[config.mk]
export PLATFORM = sky130hd
export DESIGN_NAME = centered_moving_average_peak_top
export DESIGN_NICKNAME = d
export VERILOG_FILES = /design/src/hw/rtl/cmap_pkg.sv /design/src/hw/rtl/cmap_cell.sv /design/src/hw/rtl/cmap_div.sv /design/src/hw/rtl/centered_moving_average_peak_top.sv
export SDC_FILE = /design/constraint.sdc
export NUM_CORES = 2
export LEC_CHECK = 0
export BUFFER_PORTS_ARGS = -buffer_cell sky130_fd_sc_hd__buf_2
export CAP_MARGIN = 20
export CORE_MARGIN = 2
export CORE_UTILIZATION = 40
export DETAILED_ROUTE_END_ITERATION = 10
export GPL_ROUTABILITY_DRIVEN = 0
export SLEW_MARGIN = 20
export SYNTH_ARGS = -nofsm -noshare
export SYNTH_HDL_FRONTEND = slang
export SYNTH_HIERARCHICAL = 1
export SYNTH_SLANG_ARGS = --single-unit
[constraint.sdc]
create_clock -name clk -period 7.25 [get_ports clk]
set_input_delay 0.3625 -clock clk [delete_from_list [all_inputs] [get_ports clk]]
set_output_delay 0.3625 -clock clk [all_outputs]
set_load 0.005 [all_outputs]
[src/hw/rtl/cmap_pkg.sv]
package cmap_pkg;

  localparam int SMP_W  = 16;
  localparam int POS_W  = 12;
  localparam int STEP_W = $clog2(SMP_W);

  typedef struct packed {
    logic shift;
    logic clear;
  } cell_ctl_t;

  typedef enum logic [1:0] {
    ST_IDLE,
    ST_DIV,
    ST_HOLD
  } st_t;

endpackage

[src/hw/rtl/cmap_cell.sv]
module cmap_cell
  import cmap_pkg::*;
(
  input  logic             clk,
  input  logic             rst_n,
  input  cell_ctl_t        ctl,
  input  logic [SMP_W-1:0] d_in,
  output logic [SMP_W-1:0] q
);

  logic [SMP_W-1:0] q_r;
  logic [SMP_W-1:0] q_nxt;

  always_comb begin
    q_nxt = q_r;
    if (ctl.clear) begin
      q_nxt = '0;
    end else if (ctl.shift) begin
      q_nxt = d_in;
    end
  end

  always_ff @(posedge clk) begin
    if (!rst_n) begin
      q_r <= '0;
    end else begin
      q_r <= q_nxt;
    end
  end

  assign q = q_r;

endmodule

[src/hw/rtl/cmap_div.sv]
module cmap_div
  import cmap_pkg::*;
#(
  parameter int SUM_W = 22,
  parameter int CNT_W = 6
) (
  input  logic             clk,
  input  logic             rst_n,
  input  logic             start,
  input  logic [SUM_W-1:0] dividend,
  input  logic [CNT_W-1:0] divisor,
  output logic             done,
  output logic [SMP_W-1:0] quot
);

  logic [CNT_W-1:0]  rem_r, rem_nxt;
  logic [SMP_W-1:0]  dq_r, dq_nxt;
  logic [CNT_W-1:0]  dvs_r, dvs_nxt;
  logic [STEP_W-1:0] step_r, step_nxt;
  logic              busy_r, busy_nxt;
  logic              done_r, done_nxt;
  logic [CNT_W:0]    trial;
  logic              ge;

  always_comb begin
    trial    = {rem_r, dq_r[SMP_W-1]};
    ge       = trial >= {1'b0, dvs_r};
    rem_nxt  = rem_r;
    dq_nxt   = dq_r;
    dvs_nxt  = dvs_r;
    step_nxt = step_r;
    busy_nxt = busy_r;
    done_nxt = 1'b0;
    if (start) begin
      rem_nxt  = CNT_W'(dividend[SUM_W-1:SMP_W]);
      dq_nxt   = dividend[SMP_W-1:0];
      dvs_nxt  = divisor;
      step_nxt = '0;
      busy_nxt = 1'b1;
    end else if (busy_r) begin
      rem_nxt  = ge ? CNT_W'(trial - {1'b0, dvs_r}) : CNT_W'(trial);
      dq_nxt   = {dq_r[SMP_W-2:0], ge};
      step_nxt = step_r + 1'b1;
      if (step_r == STEP_W'(SMP_W - 1)) begin
        busy_nxt = 1'b0;
        done_nxt = 1'b1;
      end
    end
  end

  always_ff @(posedge clk) begin
    if (!rst_n) begin
      step_r <= '0;
      busy_r <= 1'b0;
      done_r <= 1'b0;
    end else begin
      step_r <= step_nxt;
      busy_r <= busy_nxt;
      done_r <= done_nxt;
    end
  end

  always_ff @(posedge clk) begin
    rem_r <= rem_nxt;
    dq_r  <= dq_nxt;
    dvs_r <= dvs_nxt;
  end

  assign done = done_r;
  assign quot = dq_r;

endmodule

[src/hw/rtl/centered_moving_average_peak_top.sv]
// Output: the beat that completes a window starts the 16-step serial divider, and
// its average is registered out once the divider is done and the output is free.
// Throughput: a sample is taken every cycle while no average is due, otherwise
// once that average is emitted; a block's final sample flushes up to HALF_WINDOW averages.
// Reset: synchronous, active low; clears the sample chain, sums, counters and peak.
// The same state clears after the final average of every block.
module centered_moving_average_peak_top
  import cmap_pkg::*;
#(
  parameter int HALF_WINDOW = 20,
  parameter int MAX_BLOCK   = 4096
) (
  input  logic             clk,
  input  logic             rst_n,
  input  logic             in_valid,
  output logic             in_ready,
  input  logic [SMP_W-1:0] in_sample,
  input  logic             in_block_end,
  output logic             out_valid,
  input  logic             out_ready,
  output logic [SMP_W-1:0] out_average,
  output logic [POS_W-1:0] out_position,
  output logic             out_final_res,
  output logic [SMP_W-1:0] out_peak_value,
  output logic [POS_W-1:0] out_peak_position
);

  localparam int SPAN  = 2 * HALF_WINDOW;
  localparam int SUM_W = SMP_W + $clog2(SPAN);
  localparam int CNT_W = $clog2(SPAN + 1);
  localparam int R_W   = $clog2(MAX_BLOCK);

  st_t              st_r, st_nxt;
  logic [SUM_W-1:0] sum_r, sum_nxt;
  logic [CNT_W-1:0] fill_r, fill_nxt;
  logic [CNT_W-1:0] cnt_r, cnt_nxt;
  logic [R_W-1:0]   rcv_r, rcv_nxt;
  logic [R_W-1:0]   pos_r, pos_nxt;
  logic [R_W-1:0]   end_r, end_nxt;
  logic             flush_r, flush_nxt;
  logic [SMP_W-1:0] best_r, best_nxt;
  logic [POS_W-1:0] bpos_r, bpos_nxt;

  logic             ov_r, ov_nxt;
  logic [SMP_W-1:0] oavg_r, oavg_nxt;
  logic [POS_W-1:0] opos_r, opos_nxt;
  logic             ofin_r, ofin_nxt;
  logic [SMP_W-1:0] opk_r, opk_nxt;
  logic [POS_W-1:0] opkp_r, opkp_nxt;

  cell_ctl_t        cctl;
  logic [SMP_W-1:0] head_d;
  logic [SMP_W-1:0] tap [SPAN];
  logic [SMP_W-1:0] tail;

  logic             div_start;
  logic             div_done;
  logic [SMP_W-1:0] div_q;

  logic             in_acc;
  logic             last;
  logic             slot_free;
  logic             emit;
  logic             better;
  logic             fin;

  genvar k;
  generate
    for (k = 0; k < SPAN; k++) begin : g_cell
      if (k == 0) begin : g_head
        cmap_cell u_cell (
          .clk  (clk),
          .rst_n(rst_n),
          .ctl  (cctl),
          .d_in (head_d),
          .q    (tap[k])
        );
      end else begin : g_body
        cmap_cell u_cell (
          .clk  (clk),
          .rst_n(rst_n),
          .ctl  (cctl),
          .d_in (tap[k-1]),
          .q    (tap[k])
        );
      end
    end
  endgenerate

  assign tail = tap[SPAN-1];

  cmap_div #(
    .SUM_W(SUM_W),
    .CNT_W(CNT_W)
  ) u_div (
    .clk     (clk),
    .rst_n   (rst_n),
    .start   (div_start),
    .dividend(sum_nxt),
    .divisor (cnt_nxt),
    .done    (div_done),
    .quot    (div_q)
  );

  assign in_ready  = (st_r == ST_IDLE);
  assign in_acc    = in_valid && in_ready;
  assign slot_free = !ov_r || out_ready;
  assign last      = in_block_end || (rcv_r == R_W'(MAX_BLOCK - 1));
  assign better    = div_q > best_r;
  assign fin       = flush_r && (pos_r == end_r);
  assign head_d    = (st_r == ST_IDLE) ? in_sample : '0;

  always_comb begin
    emit = 1'b0;
    if (((st_r == ST_DIV) && div_done) || (st_r == ST_HOLD)) begin
      emit = slot_free;
    end
  end

  always_comb begin
    st_nxt     = st_r;
    sum_nxt    = sum_r;
    fill_nxt   = fill_r;
    cnt_nxt    = cnt_r;
    rcv_nxt    = rcv_r;
    pos_nxt    = pos_r;
    end_nxt    = end_r;
    flush_nxt  = flush_r;
    best_nxt   = best_r;
    bpos_nxt   = bpos_r;
    cctl       = '0;
    div_start  = 1'b0;
    ov_nxt     = out_ready ? 1'b0 : ov_r;
    oavg_nxt   = oavg_r;
    opos_nxt   = opos_r;
    ofin_nxt   = ofin_r;
    opk_nxt    = opk_r;
    opkp_nxt   = opkp_r;

    case (st_r)
      ST_IDLE: begin
        if (in_acc) begin
          cctl.shift = 1'b1;
          sum_nxt    = sum_r + SUM_W'(in_sample) - SUM_W'(tail);
          fill_nxt   = (fill_r == CNT_W'(SPAN)) ? fill_r : fill_r + 1'b1;
          cnt_nxt    = fill_nxt;
          rcv_nxt    = rcv_r + 1'b1;
          end_nxt    = rcv_r;
          flush_nxt  = last;
          if (last || ({1'b0, rcv_r} >= (R_W + 1)'(HALF_WINDOW - 1))) begin
            div_start = 1'b1;
            st_nxt    = ST_DIV;
          end
        end
      end
      ST_DIV, ST_HOLD: begin
        if (emit) begin
          ov_nxt   = 1'b1;
          oavg_nxt = div_q;
          opos_nxt = POS_W'(pos_r);
          ofin_nxt = fin;
          opk_nxt  = '0;
          opkp_nxt = '0;
          if (better) begin
            best_nxt = div_q;
            bpos_nxt = POS_W'(pos_r);
          end
          pos_nxt = pos_r + 1'b1;
          if (fin) begin
            opk_nxt    = best_nxt;
            opkp_nxt   = bpos_nxt;
            cctl.clear = 1'b1;
            sum_nxt    = '0;
            fill_nxt   = '0;
            cnt_nxt    = '0;
            rcv_nxt    = '0;
            pos_nxt    = '0;
            flush_nxt  = 1'b0;
            best_nxt   = '0;
            bpos_nxt   = '0;
            st_nxt     = ST_IDLE;
          end else if (flush_r) begin
            cctl.shift = 1'b1;
            sum_nxt    = sum_r - SUM_W'(tail);
            if ({1'b0, pos_r} >= (R_W + 1)'(HALF_WINDOW)) begin
              cnt_nxt = cnt_r - 1'b1;
            end
            div_start = 1'b1;
            st_nxt    = ST_DIV;
          end else begin
            st_nxt = ST_IDLE;
          end
        end else if (st_r == ST_DIV && div_done) begin
          st_nxt = ST_HOLD;
        end
      end
      default: begin
        st_nxt = ST_IDLE;
      end
    endcase
  end

  always_ff @(posedge clk) begin
    if (!rst_n) begin
      st_r    <= ST_IDLE;
      sum_r   <= '0;
      fill_r  <= '0;
      cnt_r   <= '0;
      rcv_r   <= '0;
      pos_r   <= '0;
      end_r   <= '0;
      flush_r <= 1'b0;
      best_r  <= '0;
      bpos_r  <= '0;
      ov_r    <= 1'b0;
    end else begin
      st_r    <= st_nxt;
      sum_r   <= sum_nxt;
      fill_r  <= fill_nxt;
      cnt_r   <= cnt_nxt;
      rcv_r   <= rcv_nxt;
      pos_r   <= pos_nxt;
      end_r   <= end_nxt;
      flush_r <= flush_nxt;
      best_r  <= best_nxt;
      bpos_r  <= bpos_nxt;
      ov_r    <= ov_nxt;
    end
  end

  always_ff @(posedge clk) begin
    oavg_r <= oavg_nxt;
    opos_r <= opos_nxt;
    ofin_r <= ofin_nxt;
    opk_r  <= opk_nxt;
    opkp_r <= opkp_nxt;
  end

  assign out_valid         = ov_r;
  assign out_average       = oavg_r;
  assign out_position      = opos_r;
  assign out_final_res     = ofin_r;
  assign out_peak_value    = opk_r;
  assign out_peak_position = opkp_r;

endmodule
==> run metrics <==
violated checks=design-rule violations; CP top delay family=simple AND/OR/NAND/NOR gates; CTS tree=built; sequential fraction of design power=0.358; Net Sw Frac=0.3303; yosys synthesis warning count=6; total negative setup slack=0 ps; leading cell type in the layout, fill and taps excluded=dfxtp_1; total congestion overflow=0; CP max FO=10; R2R setup slack=3320 ps; H-Tree Level Count=3; Mapped Avg Cell Area=10.53 µm²; Reg area=17530 µm²; most frequent cells in the layout=748 x dfxtp_1, 736 x nor2_1, 687 x mux2i_1; die height=303.0 µm; Worst setup SP type=flop; maximum buffer depth of the clock tree=3; initial antenna violation count=2; Pins Over Slew Limit=0; Critical Path End Type=flop; multi-input combinational cell area=15640 µm²; Root Driver=clkbuf_16; Row Count=109; internal power=9532 µW; num ports=80; share of layout cells above drive strength 1=0.08275; cells along the critical path=inv_1, fa_1, inv_1, ha_1, nand3_1, o211ai_1, nor3b_1, nor3_1, o31ai_1, mux2i_1, nor2_1, or4_1, mux2_2; combinational share of power=0.317; largest net degree at the start of global routing=164; Yosys reg bits=833; Final Util=0.4381; worst skew pair latency=670 ps; Slew HR=0.2391; critical path's slowest cell=or4_1; DR vias/cell=4.866; Highest Clock Rate=254.3 MHz; placed cells=4443; drt drc=2; Pre-antenna DRT Iters=10; Post-DP HPWL=47190 µm; vias in the first global route=21.53k; sequential fraction of the synthesis area=0.4902; # Post-CTS Setup Buffers=0; status=finished with violations; clock sinks=833; CTS Buf Count=89; HP Class=primary input to flop; filler cell count=8392; Power Density=367.0 nW/µm²; Clk pwr share=0.325; fin crit period=3932 ps; fin crit share=0.5423; crit path buf inv count=2; final hold vios=0; leakage=0.01564 µW; # setup viols final=0; Post-synth top flop=dfxtp_1; max incr delay on CP=530 ps; CP arrival=4330 ps; CTS Hold Bufs=0; die width=303.0 µm; P&R area growth vs syn=8.443%; first-pass GRT wire length=116400 µm; cell count after synthesis=3395; Post-Syn Area=35760 µm²; Wirelength per Cell=15.55 µm; die area=91800 µm²; VDD IR max=0.0003156 V; Worst Tran Pin Value=1141 ps; Initial Utilization=0.4040; PortBufs=79; Reg clk slew, reported paths=60 ps; core area=88510 µm²; Post-synth EDFFs=85; synth unique cells=79; FFs w/ async S/R, synth=0; post-cts repair resize count=0; vias post-DR=22.43k; Layout Cells excl Fill=4610; Detail Route Antenna Nets=0; CP dominant cell by count=inv_1; Switch Pwr=4700 µW; critical path type=flop to flop; maxcap violations=0; GRT Total Usage=0.1548; Crit path required time=7650 ps; WL final=71700 µm; Post-layout nets=3484; RSZ-0062 raised after global routing=no; DRT iter0 DRCs=1238; synthesized net count=3510; Post-Route Skew=38.47 ps
==> worst register-to-register path: stages, from the launching register on <==
cell and delay (ps):
dfxtp_1 330, inv_1 70, fa_1 500, inv_1 40
ha_1 440, nand3_1 120, o211ai_1 310, nor3b_1 320
nor3_1 130, o31ai_1 330, mux2i_1 230, nor2_1 60
or4_1 530, mux2_2 270
==> logic make-up (layout without fill, tap and decap cells) <==
family                   Yosys count  after routing  share of synthesized area
AND/OR/NAND/NOR                 1074           1074                     0.1299
flip-flops                       833            833                     0.4902
multiplexers                     706            706                     0.1983
buffers and inverters            346            395                    0.07324
AO/OA/AOI/OAI                    282            282                    0.05704
adder cells (fa/ha/maj)           94             94                    0.03667
XOR/XNOR                          60             60                    0.01470
other                              0              1                          0
==> sequential cells by signal, indices dropped and copies added, names as in the netlist, 16 cells and up <==
name / flops
u_div/quot: 16
best_r: 16
sum_r: 22
out_average: 16
out_peak_value: 16
g_cell.g_head.u_cell/q: 16
g_cell.g_body.u_cell/q: 624
==> power by group through the flow <==
stage	Clock, µW	Combinational (µW)	Sequential, µW
finish	4630	4510	5090
global route	4950	4900	5110
CTS	4770	4490	5090
detailed placement	0	4460	5190
global placement	0	4460	5190
floorplan	0	4070	5120
==> worst paths after layout <==
path / from / end / cells past startpoint
max reg2reg: sum_r[9]$_SDFF_PN0_ / u_div/rem_r[3]$_DFFE_PP_ / 13
max: sum_r[9]$_SDFF_PN0_ / u_div/rem_r[3]$_DFFE_PP_ / 13
min reg2reg: end_r[2]$_SDFFE_PN0P_ / end_r[2]$_SDFFE_PN0P_ / 2
min: in_sample[6] / g_cell[0].g_head.u_cell/q[6]$_SDFFE_PP0P_ / 4
==> routing by layer <==
metal	up-vias	part of all wire	track usage
met3	107	0.036	0.02535
met5	-	0.00014	0
met2	284	0.45	0.2447
met1	10548	0.49	0.2142
met4	2	0.024	0.05372
li1	11492	-	-
==> through the flow <==
stage	total power [µW]	setup WS, ps	hold WS, ps	instance area [µm²]
3_5_place_dp	9651	3217	473.1	35720
5_1_grt	14970	3095	99.60	38780
2_1_floorplan	9190	2041	402.9	35760
4_1_cts	14350	3337	43.93	38770
6_report	14230	3318	78.19	38780
3_3_place_gp	9645	3206	468.7	35720
==> layout make-up <==
type,instances,area share
flip-flops and latches,833,0.4520
multi-input cells,2216,0.4034
clock buffers,136,0.06821
well taps,1165,0.03759
repair buffers,100,0.01562
inverters,129,0.01249
clock inverters,30,0.01058
diodes,1,0.00006453
==> synthesized netlist by cell type, types with 19 or more instances <==
library cell / count / area (µm²)
and2_1: 47 / 294.0
inv_1: 129 / 484.2
a32o_1: 28 / 280.3
a21oi_1: 61 / 305.3
nand3_1: 26 / 130.1
nor2_1: 738 / 2770
mux2i_1: 687 / 6877
xnor2_1: 33 / 289.0
xor2_1: 27 / 236.5
edfxtp_1: 85 / 2552
buf_6: 80 / 900.9
o21ai_0: 50 / 250.2
nor3_1: 24 / 120.1
buf_12: 40 / 800.8
ha_1: 76 / 950.9
nand2b_1: 49 / 306.5
nor2b_1: 23 / 143.9
dfxtp_1: 748 / 14970
clkbuf_2: 40 / 200.2
nand2_1: 93 / 349.1
clkbuf_1: 45 / 168.9
mux2_2: 19 / 214.0
a21o_1: 24 / 180.2
Power figures use the tool's default switching activity.
